File: config.mk
export PLATFORM = sky130hd
export DESIGN_NAME = core_hotplug_load_governor_flat
export DESIGN_NICKNAME = d
export VERILOG_FILES = /design/src/design/hpg_pkg.sv /design/src/design/hpg_if.sv /design/src/design/hpg_cfg_regs.sv /design/src/design/hpg_eval.sv /design/src/design/core_hotplug_load_governor.sv /design/src/flat_wrapper.sv
export SDC_FILE = /design/constraint.sdc
export NUM_CORES = 1
export LEC_CHECK = 0
export BUFFER_PORTS_ARGS = -buffer_cell sky130_fd_sc_hd__buf_2
export CAP_MARGIN = 20
export CORE_UTILIZATION = 31
export CTS_BUF_LIST = sky130_fd_sc_hd__clkbuf_8
export DETAILED_ROUTE_END_ITERATION = 8
export PLACE_DENSITY = 0.46
export SLEW_MARGIN = 20
export SYNTH_ARGS = -nofsm -noshare
export SYNTH_HDL_FRONTEND = slang
export SYNTH_SLANG_ARGS = --single-unit
File: constraint.sdc
create_clock -name i_clk -period 11.3 [get_ports i_clk]
set_clock_uncertainty 0.1 [all_clocks]
set_input_delay 1.13 -clock i_clk [delete_from_list [all_inputs] [get_ports i_clk]]
set_output_delay 1.13 -clock i_clk [all_outputs]
set_load 0.02 [all_outputs]
File: src/design/hpg_pkg.sv
// Shared types and constants of the core hotplug load governor.
package hpg_pkg;

    localparam int OPCODE_W   = 2;
    localparam int LOAD_W     = 8;
    localparam int CORES_W    = 3;
    localparam int FREQ_W     = 25;
    localparam int COUNT_W    = 6;
    localparam int THRESH_W   = 7;
    localparam int HOLDLIM_W  = 24;
    localparam int SECONDS_W  = 4;
    localparam int HOLD_W     = 24;
    localparam int CFG_IDX_W  = 3;
    localparam int CFG_DATA_W = 24;

    // Input opcodes.
    localparam logic [OPCODE_W-1:0] OP_TICK    = 2'd0;
    localparam logic [OPCODE_W-1:0] OP_SUSPEND = 2'd1;
    localparam logic [OPCODE_W-1:0] OP_RESUME  = 2'd2;

    // Configuration register indexes.
    localparam logic [CFG_IDX_W-1:0] REG_ENABLED        = 3'd0;
    localparam logic [CFG_IDX_W-1:0] REG_LOAD_PCT_LIMIT = 3'd1;
    localparam logic [CFG_IDX_W-1:0] REG_BRING_UP_COUNT = 3'd2;
    localparam logic [CFG_IDX_W-1:0] REG_COUNT_CEILING  = 3'd3;
    localparam logic [CFG_IDX_W-1:0] REG_FREQ_HOLD      = 3'd4;
    localparam logic [CFG_IDX_W-1:0] REG_MIN_ONLINE     = 3'd5;

    localparam logic [LOAD_W-1:0]    SPIKE_LOAD  = 8'd180;
    localparam logic [THRESH_W-1:0]  THRESH_MAX  = 7'd100;
    localparam logic [HOLD_W-1:0]    US_PER_SEC  = 24'd1000000;

    typedef enum logic [2:0] {
        ACT_NONE    = 3'd0,
        ACT_UP      = 3'd1,
        ACT_DOWN    = 3'd2,
        ACT_SUSPEND = 3'd3,
        ACT_RESUME  = 3'd4
    } t_action;

    typedef struct packed {
        logic                 enabled;
        logic [THRESH_W-1:0]  load_pct_limit;
        logic [COUNT_W-1:0]   bring_up_count;
        logic [COUNT_W-1:0]   count_ceiling;
        logic [HOLDLIM_W-1:0] freq_hold_limit;
        logic [SECONDS_W-1:0] min_online_seconds;
    } t_cfg;

    // Minimum online time in microseconds; settings below two seconds mean one.
    function automatic logic [HOLD_W-1:0] hold_us(input logic [SECONDS_W-1:0] secs);
        logic [HOLD_W-1:0] result;
        if (secs < 4'd2) begin
            result = US_PER_SEC;
        end else begin
            result = HOLD_W'(secs) * US_PER_SEC;
        end
        return result;
    endfunction

endpackage

File: src/design/hpg_if.sv
// Channel interfaces of the core hotplug load governor: input, result and configuration.
interface hpg_in_if import hpg_pkg::*; #(
    parameter int TIME_BITS = 48
) ();
    logic                  valid;
    logic                  ready;
    logic [OPCODE_W-1:0]   opcode;
    logic [LOAD_W-1:0]     load_sum;
    logic [CORES_W-1:0]    cores_online;
    logic [FREQ_W-1:0]     extra_freq_sum;
    logic [TIME_BITS-1:0]  now_us;

    modport source (output valid, opcode, load_sum, cores_online, extra_freq_sum, now_us,
                    input ready);
    modport sink   (input valid, opcode, load_sum, cores_online, extra_freq_sum, now_us,
                    output ready);
endinterface

interface hpg_out_if import hpg_pkg::*; ();
    logic                valid;
    logic                ready;
    logic [2:0]          action;
    logic [COUNT_W-1:0]  load_count;

    modport source (output valid, action, load_count, input ready);
    modport sink   (input valid, action, load_count, output ready);
endinterface

interface hpg_cfg_if import hpg_pkg::*; ();
    logic                   valid;
    logic                   ready;
    logic [CFG_IDX_W-1:0]   index;
    logic [CFG_DATA_W-1:0]  data;

    modport source (output valid, index, data, input ready);
    modport sink   (input valid, index, data, output ready);
endinterface

File: src/design/hpg_cfg_regs.sv
// Configuration register file of the core hotplug load governor.
module hpg_cfg_regs import hpg_pkg::*; (
    input  logic      i_clk,
    input  logic      i_rst_n,
    hpg_cfg_if.sink   i_cfg,
    output t_cfg      o_cfg
);

    t_cfg r_cfg;

    assign i_cfg.ready = 1'b1;
    assign o_cfg       = r_cfg;

    always_ff @(posedge i_clk) begin
        if (!i_rst_n) begin
            r_cfg.enabled            <= 1'b0;
            r_cfg.load_pct_limit     <= 7'd80;
            r_cfg.bring_up_count     <= 6'd10;
            r_cfg.count_ceiling      <= 6'd20;
            r_cfg.freq_hold_limit    <= 24'd1500000;
            r_cfg.min_online_seconds <= 4'd1;
        end else if (i_cfg.valid) begin
            unique case (i_cfg.index)
                REG_ENABLED:        r_cfg.enabled            <= i_cfg.data[0];
                REG_LOAD_PCT_LIMIT: r_cfg.load_pct_limit     <= i_cfg.data[THRESH_W-1:0];
                REG_BRING_UP_COUNT: r_cfg.bring_up_count     <= i_cfg.data[COUNT_W-1:0];
                REG_COUNT_CEILING:  r_cfg.count_ceiling      <= i_cfg.data[COUNT_W-1:0];
                REG_FREQ_HOLD:      r_cfg.freq_hold_limit    <= i_cfg.data[HOLDLIM_W-1:0];
                REG_MIN_ONLINE:     r_cfg.min_online_seconds <= i_cfg.data[SECONDS_W-1:0];
                default: ;
            endcase
        end
    end

endmodule

File: src/design/hpg_eval.sv
// Decision logic of the core hotplug load governor: action and next state for one item.
module hpg_eval import hpg_pkg::*; #(
    parameter int NUM_CORES = 4,
    parameter int TIME_BITS = 48
) (
    input  t_cfg                 i_cfg,
    input  logic [OPCODE_W-1:0]  i_opcode,
    input  logic [LOAD_W-1:0]    i_load_sum,
    input  logic [CORES_W-1:0]   i_cores_online,
    input  logic [FREQ_W-1:0]    i_extra_freq_sum,
    input  logic [TIME_BITS-1:0] i_now_us,
    input  logic [COUNT_W-1:0]   i_count,
    input  logic                 i_suspended,
    input  logic [TIME_BITS-1:0] i_last_time,
    output t_action              o_action,
    output logic [COUNT_W-1:0]   o_count,
    output logic                 o_suspended,
    output logic                 o_set_time
);

    logic                 skip;
    logic                 load_hot;
    logic [COUNT_W-1:0]   count_up;
    logic [COUNT_W-1:0]   count_down;
    logic                 few_cores;
    logic                 freq_high;
    logic [TIME_BITS-1:0] elapsed;
    logic                 hold_over;

    assign skip = (i_cores_online == 3'd1) || i_suspended ||
                  ((i_cfg.load_pct_limit == THRESH_MAX) && (i_cores_online == 3'd2)) ||
                  ((i_cfg.load_pct_limit == '0) && (int'(i_cores_online) == NUM_CORES));

    assign load_hot   = i_load_sum >= {i_cfg.load_pct_limit, 1'b0};
    assign count_up   = (i_count < i_cfg.count_ceiling) ? i_count + 1'b1 : i_count;
    assign count_down = (i_count != '0) ? i_count - 1'b1 : i_count;
    assign few_cores  = i_cores_online <= 3'd2;
    assign freq_high  = i_extra_freq_sum[FREQ_W-1:1] >= i_cfg.freq_hold_limit;

    // A time earlier than the last online mark is still inside the hold.
    assign elapsed   = i_now_us - i_last_time;
    assign hold_over = (i_now_us >= i_last_time) &&
                       (elapsed >= TIME_BITS'(hold_us(i_cfg.min_online_seconds)));

    always_comb begin
        o_action    = ACT_NONE;
        o_count     = i_count;
        o_suspended = i_suspended;
        o_set_time  = 1'b0;
        if (i_cfg.enabled) begin
            unique case (i_opcode)
                OP_TICK: begin
                    if (!skip) begin
                        if (load_hot) begin
                            o_count = count_up;
                            if (few_cores && (((i_load_sum >= SPIKE_LOAD) && (count_up >= 6'd2))
                                    || (count_up >= i_cfg.bring_up_count))) begin
                                o_set_time = 1'b1;
                                o_action   = ACT_UP;
                            end
                        end else begin
                            o_count = count_down;
                            if (!few_cores && (count_down < i_cfg.bring_up_count)) begin
                                // High frequency restarts the hold, so no take-down now.
                                if (freq_high) begin
                                    o_set_time = 1'b1;
                                end else if (hold_over) begin
                                    o_count  = '0;
                                    o_action = ACT_DOWN;
                                end
                            end
                        end
                    end
                end
                OP_SUSPEND: begin
                    o_count     = '0;
                    o_suspended = 1'b1;
                    o_action    = ACT_SUSPEND;
                end
                OP_RESUME: begin
                    o_suspended = 1'b0;
                    o_action    = ACT_RESUME;
                end
                default: ;
            endcase
        end
    end

endmodule

File: src/design/core_hotplug_load_governor.sv
// Top level of the core hotplug load governor: input register, state and result register.
//
// The governor decides, once per input transfer, whether the two extra cores of a
// four-core cluster should come online, go offline, or whether a suspend or resume
// action applies. A sample tick carries the summed load of the always-on cores, the
// online core count, the summed frequency of the extra cores and a microsecond time
// stamp; a saturating high-load counter, the time of the last bring-up or hold and a
// suspended flag are kept between transfers and cleared by reset. Every input transfer
// gives exactly one result transfer carrying the action and the counter value after
// the step. An item passes through the input register and then the result
// register; the decision logic between them updates the state as the result is
// registered, so one item is taken in every cycle when the result side keeps up.
// The result register decouples the sides: while a result waits, one more item is
// taken into an empty input register, and a full input register moves on in the
// same cycle as the waiting result leaves. Configuration writes are always accepted
// and take effect at the next clock edge; they are meant to be issued while no item
// is in flight.
module core_hotplug_load_governor import hpg_pkg::*; #(
    parameter int NUM_CORES = 4,
    parameter int TIME_BITS = 48
) (
    input  logic     i_clk,
    input  logic     i_rst_n,
    hpg_cfg_if.sink  i_cfg,
    hpg_in_if.sink   i_in,
    hpg_out_if.source o_out
);

    t_cfg cfg;

    // Input register stage.
    logic                 r_s1_valid;
    logic [OPCODE_W-1:0]  r_s1_opcode;
    logic [LOAD_W-1:0]    r_s1_load_sum;
    logic [CORES_W-1:0]   r_s1_cores_online;
    logic [FREQ_W-1:0]    r_s1_extra_freq_sum;
    logic [TIME_BITS-1:0] r_s1_now_us;

    // Governor state.
    logic [COUNT_W-1:0]   r_count;
    logic                 r_suspended;
    logic [TIME_BITS-1:0] r_last_time;

    // Result register.
    logic                 r_out_valid;
    t_action              r_out_action;
    logic [COUNT_W-1:0]   r_out_count;

    t_action              n_action;
    logic [COUNT_W-1:0]   n_count;
    logic                 n_suspended;
    logic                 set_time;
    logic                 out_free;
    logic                 s1_advance;
    logic                 in_take;

    hpg_cfg_regs u_cfg_regs (
        .i_clk   (i_clk),
        .i_rst_n (i_rst_n),
        .i_cfg   (i_cfg),
        .o_cfg   (cfg)
    );

    hpg_eval #(
        .NUM_CORES (NUM_CORES),
        .TIME_BITS (TIME_BITS)
    ) u_eval (
        .i_cfg            (cfg),
        .i_opcode         (r_s1_opcode),
        .i_load_sum       (r_s1_load_sum),
        .i_cores_online   (r_s1_cores_online),
        .i_extra_freq_sum (r_s1_extra_freq_sum),
        .i_now_us         (r_s1_now_us),
        .i_count          (r_count),
        .i_suspended      (r_suspended),
        .i_last_time      (r_last_time),
        .o_action         (n_action),
        .o_count          (n_count),
        .o_suspended      (n_suspended),
        .o_set_time       (set_time)
    );

    // The result register is free when empty or when its result leaves this cycle.
    assign out_free   = !r_out_valid || o_out.ready;
    assign s1_advance = r_s1_valid && out_free;
    assign i_in.ready = !r_s1_valid || out_free;
    assign in_take    = i_in.valid && i_in.ready;

    assign o_out.valid      = r_out_valid;
    assign o_out.action     = r_out_action;
    assign o_out.load_count = r_out_count;

    always_ff @(posedge i_clk) begin
        if (!i_rst_n) begin
            r_s1_valid  <= 1'b0;
            r_out_valid <= 1'b0;
            r_count     <= '0;
            r_suspended <= 1'b0;
            r_last_time <= '0;
        end else begin
            if (in_take) begin
                r_s1_valid <= 1'b1;
            end else if (s1_advance) begin
                r_s1_valid <= 1'b0;
            end

            if (s1_advance) begin
                r_out_valid <= 1'b1;
                r_count     <= n_count;
                r_suspended <= n_suspended;
                if (set_time) begin
                    r_last_time <= r_s1_now_us;
                end
            end else if (o_out.ready) begin
                r_out_valid <= 1'b0;
            end
        end
    end

    // Payload registers carry no reset.
    always_ff @(posedge i_clk) begin
        if (in_take) begin
            r_s1_opcode         <= i_in.opcode;
            r_s1_load_sum       <= i_in.load_sum;
            r_s1_cores_online   <= i_in.cores_online;
            r_s1_extra_freq_sum <= i_in.extra_freq_sum;
            r_s1_now_us         <= i_in.now_us;
        end
        if (s1_advance) begin
            r_out_action <= n_action;
            r_out_count  <= n_count;
        end
    end

endmodule

File: src/flat_wrapper.sv
// flat-port wrapper written by rule: the top's interface ports become plain ports
module core_hotplug_load_governor_flat import hpg_pkg::*;
#(
    parameter int NUM_CORES = 4,
    parameter int TIME_BITS = 48
)
  (i_clk, i_rst_n, i_cfg_valid, i_cfg_index, i_cfg_data, i_cfg_ready, i_in_valid, i_in_opcode, i_in_load_sum, i_in_cores_online, i_in_extra_freq_sum, i_in_now_us, i_in_ready, o_out_valid, o_out_action, o_out_load_count, o_out_ready);
  hpg_cfg_if i_cfg_i ();
  hpg_in_if #(.TIME_BITS(TIME_BITS)) i_in_i ();
  hpg_out_if o_out_i ();
  input  logic i_clk;
  input  logic i_rst_n;
  input wire logic [$bits(i_cfg_i.valid)-1:0] i_cfg_valid;
  input wire logic [$bits(i_cfg_i.index)-1:0] i_cfg_index;
  input wire logic [$bits(i_cfg_i.data)-1:0] i_cfg_data;
  output wire logic [$bits(i_cfg_i.ready)-1:0] i_cfg_ready;
  input wire logic [$bits(i_in_i.valid)-1:0] i_in_valid;
  input wire logic [$bits(i_in_i.opcode)-1:0] i_in_opcode;
  input wire logic [$bits(i_in_i.load_sum)-1:0] i_in_load_sum;
  input wire logic [$bits(i_in_i.cores_online)-1:0] i_in_cores_online;
  input wire logic [$bits(i_in_i.extra_freq_sum)-1:0] i_in_extra_freq_sum;
  input wire logic [$bits(i_in_i.now_us)-1:0] i_in_now_us;
  output wire logic [$bits(i_in_i.ready)-1:0] i_in_ready;
  output wire logic [$bits(o_out_i.valid)-1:0] o_out_valid;
  output wire logic [$bits(o_out_i.action)-1:0] o_out_action;
  output wire logic [$bits(o_out_i.load_count)-1:0] o_out_load_count;
  input wire logic [$bits(o_out_i.ready)-1:0] o_out_ready;
  assign i_cfg_i.valid = i_cfg_valid;
  assign i_cfg_i.index = i_cfg_index;
  assign i_cfg_i.data = i_cfg_data;
  assign i_cfg_ready = i_cfg_i.ready;
  assign i_in_i.valid = i_in_valid;
  assign i_in_i.opcode = i_in_opcode;
  assign i_in_i.load_sum = i_in_load_sum;
  assign i_in_i.cores_online = i_in_cores_online;
  assign i_in_i.extra_freq_sum = i_in_extra_freq_sum;
  assign i_in_i.now_us = i_in_now_us;
  assign i_in_ready = i_in_i.ready;
  assign o_out_valid = o_out_i.valid;
  assign o_out_action = o_out_i.action;
  assign o_out_load_count = o_out_i.load_count;
  assign o_out_i.ready = o_out_ready;
  core_hotplug_load_governor #(.NUM_CORES(NUM_CORES), .TIME_BITS(TIME_BITS)) u_core (.i_clk(i_clk), .i_rst_n(i_rst_n), .i_cfg(i_cfg_i), .i_in(i_in_i), .o_out(o_out_i));
endmodule
== Word level (Yosys, flattened, before mapping) ==
Cells that the tools add are included.

* Bits in registers: 200
* Input port bits: 118
* Output and inout bits: 12
* Logic and storage cells: 105

* Add/sub/neg operators: 3
* Multipliers: 1
* Order comparisons: 11
* Equal/unequal tests: 11
* Multiplexer cells: 29
* Reductions and logical operators: 32

{| class="wikitable"
|+ Operators with widths
! cell !! number
|-
| >= comparator 48 x 24 -> 1 bit || 1
|-
| >= comparator 48 bit || 1
|-
| 2-to-1 mux 6 bit || 8
|-
| subtractor 48 bit || 1
|-
| >= comparator 24 bit || 1
|-
| 2-to-1 mux 24 bit || 1
|-
| multiplier 4 x 14 -> 18 bit (second input constant) || 1
|-
| AND reduction 2 bit || 7
|-
| less-than comparator 6 bit || 2
|-
| 2-to-1 mux 1 bit || 12
|-
| case mux 6 bit (2 select lines) || 1
|-
| == test 3 x 2 -> 1 bit (second input constant) || 3
|-
| == test 3 bit (second input constant) || 3
|-
| case mux 3 bit (3 select lines) || 1
|-
| >= comparator 8 bit || 1
|-
| >= comparator 8 bit (second input constant) || 1
|-
| logical AND 1 bit || 8
|-
| == test 7 bit (second input constant) || 1
|-
| logical NOT 7 bit || 1
|-
| adder 6 x 1 -> 6 bit (second input constant) || 1
|-
| == test 3 x 1 -> 1 bit (second input constant) || 2
|-
| >= comparator 6 x 2 -> 1 bit (second input constant) || 1
|-
| >= comparator 6 bit || 1
|-
| logical OR 1 bit || 6
|-
| 14 further kinds || 21
|}

== Longest topological paths before layout ==
* Word-level depth: 12
* Gate-level depth with buffers: 24
* Depth with buffers taken out: 23

== By module ==
Synthesis repeated with hierarchy kept, for this count alone.

* Cells, all modules: 1425
* Area total of the unflattened synthesis: 13206.4 um^2

{| class="wikitable"
|+ Modules (own cells, without submodules)
! module !! times used !! cells each !! area each (um^2) !! seq. area each (um^2)
|-
| hpg_eval || 1 || 883 || 6080.8 || 0.0
|-
| core_hotplug_load_governor || 1 || 344 || 5142.4 || 3993.8
|-
| hpg_cfg_regs || 1 || 198 || 1983.2 || 960.9
|}

== Worst setup path before layout ==
OpenSTA, ideal clock, no wires.

* Kind: register -> register
* Start: reg u_core.u_cfg_regs.r_cfg (netlist bit u_core.u_cfg_regs.o_cfg[1])
* End: reg u_core.r_out_count[4], in the netlist u_core.o_out.load_count[4] (data pin)
* Setup time: 0.169 ns
* Arrival: 5.387 ns
* Required time: 11.031 ns
* Setup slack: 5.643 ns
* Cell stages (with the launch flop): 23
* Path buffers: 0
* Period minus slack after synthesis: 5.657 ns
* Cells stage by stage: dfxtp_1 -> fa_1 -> inv_1 -> fa_1 -> inv_1 -> ha_1 -> a21o_1 -> a21oi_1 -> o21ai_0 -> a21oi_1 -> xnor2_1 -> nand2_1 -> ha_1 -> a21oi_1 -> o21ai_0 -> a2111oi_4 -> o2111ai_1 -> a2111oi_2 -> nand4_1 -> or4_4 -> o41ai_4 -> a31oi_2 -> o31ai_1

* Longest elaborated chain between the ends: 11
* Elaborated cells on any way between the ends: 12
* Classes of those cells: mul: 1; order compare: 2; mux: 8; reduce/logical: 1

{| class="wikitable"
|+ RTL lines
! element !! RTL line !! source
|-
| start, declared || hpg_cfg_regs.sv:9 || <nowiki>t_cfg r_cfg;</nowiki>
|-
| multiplier 4 x 14 -> 18 bit / less-than comparator 4 x 2 -> 1 bit (equally long branches) || hpg_pkg.sv:56, hpg_pkg.sv:53 ||
|-
| 2-to-1 mux 24 bit (*) || hpg_pkg.sv:53 || <nowiki>if (secs < 4'd2) begin</nowiki>
|-
| >= comparator 48 x 24 -> 1 bit (*) || hpg_eval.sv:43 || <nowiki>(elapsed >= TIME_BITS'(hold_us(i_cfg.min_online_seconds)));</nowiki>
|-
| logical AND 1 bit (*) || hpg_eval.sv:42 || <nowiki>assign hold_over = (i_now_us >= i_last_time) &&</nowiki>
|-
| 2-to-1 mux 6 bit (*) || hpg_eval.sv:67 || <nowiki>end else if (hold_over) begin</nowiki>
|-
| 2-to-1 mux 6 bit (*) || hpg_eval.sv:65 || <nowiki>if (freq_high) begin</nowiki>
|-
| 2-to-1 mux 6 bit (*) || hpg_eval.sv:63 || <nowiki>if (!few_cores && (count_down < i_cfg.bring_up_count)) begin</nowiki>
|-
| 2-to-1 mux 6 bit (*) || hpg_eval.sv:54 || <nowiki>if (load_hot) begin</nowiki>
|-
| 2-to-1 mux 6 bit (*) || hpg_eval.sv:53 || <nowiki>if (!skip) begin</nowiki>
|-
| case mux 6 bit (2 select lines) (*) || hpg_eval.sv:51 || <nowiki>unique case (i_opcode)</nowiki>
|-
| 2-to-1 mux 6 bit (*) || hpg_eval.sv:50 || <nowiki>if (i_cfg.enabled) begin</nowiki>
|-
| net u_core.n_count[4] || core_hotplug_load_governor.sv:50 || <nowiki>logic [COUNT_W-1:0] n_count;</nowiki>
|-
| end signal, assigned || core_hotplug_load_governor.sv:131 || <nowiki>r_out_count <= n_count;</nowiki>
|-
| end, declared || core_hotplug_load_governor.sv:47 || <nowiki>logic [COUNT_W-1:0] r_out_count;</nowiki>
|}

Mark *: on every way through the listed nets, which the timed path passes. The rest lies on a longest branch.
A chain may end at the register's enable or synchronous reset.

== Worst setup path in the final report ==
Same ends and word-level chain as after synthesis.

==> results.cfg <==
[layout]
n_antenna_cell = 0
final_common_cell = nor2_1
nets = 1780
final_cells = 2064
syn2layout_area_growth_pct = 11.4
final_cell_mix = 149 x nor2_1, 142 x nand2_1, 138 x ha_1
fill_cells = 4268
post_route_cells_drive_above_1_share_pct = 13.4
fin_util_pct = 35.2

[logic_synthesis]
synth_nets = 1691
ys_warn_count = 0
yosys.area_share.simple_pct = 16.5
synthXorXnorAreaFrac_pct = 2.84
synth_area_mm2 = 0.0130
synthAdderAreaFrac_pct = 14.1
yosysSeqAreaShare_pct = 38.0
synth_top_cell_by_area = edfxtp_1
synth_edf_count = 94
synth_compound_area_share_pct = 16.8
yosysTopAreaCellShare_pct = 21.8
ys_ff_latch = 199
ys.flop_type = dfxtp_1
netlist-cell-type-count = 84
synthArstFlopShare_pct = 0
synth_area_leaders = edfxtp_1 22%, dfxtp_1 16%, ha_1 13%
synth.avg_cell_area_um2 = 9.07
synth_cells = 1430
synth.mux.area_fraction_pct = 5.82
synth_top_family_by_area = compound AO/OA/AOI/OAI gates

[power]
sequentialPowerShare_pct = 51.8
pwr-share-clk_pct = 32.5
ir_worst_vdd_mv = 0.0787
leakagePower_uw = 0.00569
internal_power_uw = 1060
swShare_pct = 31.2
p_per_area_mw_per_mm2 = 106
pwr-share-comb_pct = 15.6
p_sw_uw = 478

[sta]
hold_violations = 0
max_freq_ghz = 0.148
rsz0062_at_grt = no
timing.final.crit_share_pct = 59.7
slew_violations = 0
worst_pin_slew_ns = 0.865
setup_viol = 0
fin_crit_ns = 6.75
fin_setup_tns_ns = 0
slew_headroom_pct = 42.3
hold_ws_ns = 0.362

[clock_tree]
cts-root-buf = clkbuf_8
hold_buffers = 0
numCtsBuffers = 17
cts_resized = 0
insertion_delay_ns = 0.53
htree_levels = 4
cts_buffer_depth = 2
clk_pin_slew_ns = 0.13
cts.sinks = 199
post_cts_buffers = 0
cts_tree = built

[floorplan]
rows = 74
core_mm2 = 0.0410
die_h_um = 207
die_w_um = 207
ioPinCount = 130
initial_utilization_pct = 31.6
dieArea_mm2 = 0.0427

[status]
status = complete, but fails checks
violations = DRC

[global_routing]
use_met2_pct = 27.7
grt-ovfl-total = 0
gr-max-usage-layer = met2
grt.met1_usage_pct = 21.3
antenna_found_initial = 3
grt_use_met3_pct = 3.15
grt_max_degree = 59
grt_first_pass_wirelength_um = 54300
grt_usage_pct = 16.4
grt_pass1_vias = 10162

[place]
dp_cells = 2032
gp_congestion = 0.867
hpwl_um = 25700
io_buffers = 127

[critical_path]
cp_data_arrival_time_ns = 6.99
crit_buf_inv = 2
path_cells = fa_1, inv_1, fa_1, inv_1, ha_1, a21o_1, a21oi_1, o21ai_0, a21oi_1, xnor2_1, nand2_1, ha_1, a21oi_1, o21ai_0, a2111oi_4, o2111ai_1, a2111oi_2, nand4_1, or4_4, o41ai_4, a31oi_2, o31ai_1
start_kind = flip-flop
cp_common_cell = a21oi_1
end_kind = flip-flop
max_stage_delay_ns = 0.61
worst_ep_required_time_ns = 11.54
slowest_stage = fa_1
path_class = reg -> reg
path_delay_family = compound AO/OA/AOI/OAI gates
path_max_fanout = 8

[drt]
ant_nets = 0
drt_iter0_markers = 505
remaining_drc_errors = 4
dr.pass1.iters = 7
num_vias = 10221
wirelength_um = 33600
wl_per_cell_um = 16.3
viasPerCell = 4.95

[run]
max_cap_violations = 0

[hold_path]
hp-class = reg -> reg
## worst paths after layout
| path | startpoint | end | slack, ns | cells after the start |
|---|---|---|---|---|
| min reg2reg | u_core.u_cfg_regs.o_cfg[27]$_SDFFE_PN0P_ | u_core.u_cfg_regs.o_cfg[27]$_SDFFE_PN0P_ | 0.36 | 2 |
| max reg2reg | u_core.u_cfg_regs.o_cfg[1]$_SDFFE_PN0P_ | u_core.o_out.load_count[4]$_DFFE_PP_ | 4.55 | 22 |
| max | u_core.u_cfg_regs.o_cfg[1]$_SDFFE_PN0P_ | u_core.o_out.load_count[4]$_DFFE_PP_ | 4.55 | 22 |
| min | u_core.u_cfg_regs.o_cfg[27]$_SDFFE_PN0P_ | u_core.u_cfg_regs.o_cfg[27]$_SDFFE_PN0P_ | 0.36 | 2 |
## power by group through the flow
stage / sequential [µW] / combinational, µW / clock [µW]
after floorplan: 808 / 165 / 0
after global placement: 811 / 240 / 0
after detailed placement: 811 / 241 / 0
after CTS: 795 / 243 / 527
after global routing: 798 / 272 / 548
final: 794 / 240 / 499
## per-layer routing
layer / vias up / wire length [µm]
li1: 5266 / -
met1: 4782 / 16100
met2: 138 / 16000
met3: 29 / 1020
met4: 6 / 384
met5: - / 42
## worst register-to-register path: cells and delay by family, from the launching register on
kind,cells,cell delay (ns)
buf+inv,2,0.10
xor+xnor,1,0.14
flops,1,0.46
simple gates,3,0.85
compound gates,12,3.18
fa+ha+maj,4,1.73
## through the flow
step	cell area, µm²	total power [µW]	setup WS [ns]
after global routing	14400	1620	4.13
final	14400	1530	4.55
after global placement	14000	1050	4.56
after CTS	14400	1570	4.46
after floorplan	13000	973	5.64
after detailed placement	14000	1050	4.53
## registers in the layout (all words and copies together), names as in the netlist
register and flops:
u_core.r_s1_now_us 48, u_core.r_s1_extra_freq_sum 24, u_core.r_last_time 48, u_core.r_s1_opcode 2, u_core.u_cfg_regs.o_cfg 48, u_core.r_s1_load_sum 8
u_core.o_out.action 3, u_core.r_s1_cores_online 3, u_core.o_out.valid 1, u_core.o_out.load_count 6, u_core.r_suspended 1, u_core.r_count 6
u_core.r_s1_valid 1
## cells by family after synthesis
logic type | count (synthesis)
mux | 75
other cells | 1
fa+ha+maj | 143
xor+xnor | 42
flops | 199
buf+inv | 184
simple gates | 458
compound gates | 328
## cells in the mapped netlist (4+ instances only)
library cell	n
o21ai_0	62
nand3_1	25
a211oi_1	14
dfxtp_1	105
nor4_1	9
mux2i_1	72
a31oi_1	11
o31ai_1	5
a211o_1	5
nor2b_1	13
a21o_1	23
o22ai_1	4
edfxtp_1	94
buf_2	17
nand4_1	33
nand2b_1	12
inv_1	120
o21bai_1	5
a21oi_2	4
clkbuf_1	27
nor2_1	149
fa_1	5
a21oi_1	109
nand2_1	142
o21ai_1	5
buf_4	9
o211ai_1	19
nor3_1	27
a41oi_1	4
o31a_1	4
xor2_1	18
or3_1	5
o21a_1	19
ha_1	138
nor3b_1	4
xnor2_1	24
and2_1	12
## final cells by class
| class | count | area [µm²] | share of cell area, % |
|---|---|---|---|
| inverter | 122 | 458 | 3.17 |
| tap | 532 | 666 | 4.61 |
| clock buffer | 18 | 248 | 1.72 |
| sequential | 199 | 4920 | 34.1 |
| timing repair buffer | 132 | 673 | 4.66 |
| multi-input combinational | 1047 | 7280 | 50.4 |
| clock inverter | 14 | 190 | 1.32 |
No activity file was read; power rests on OpenSTA's default activity.
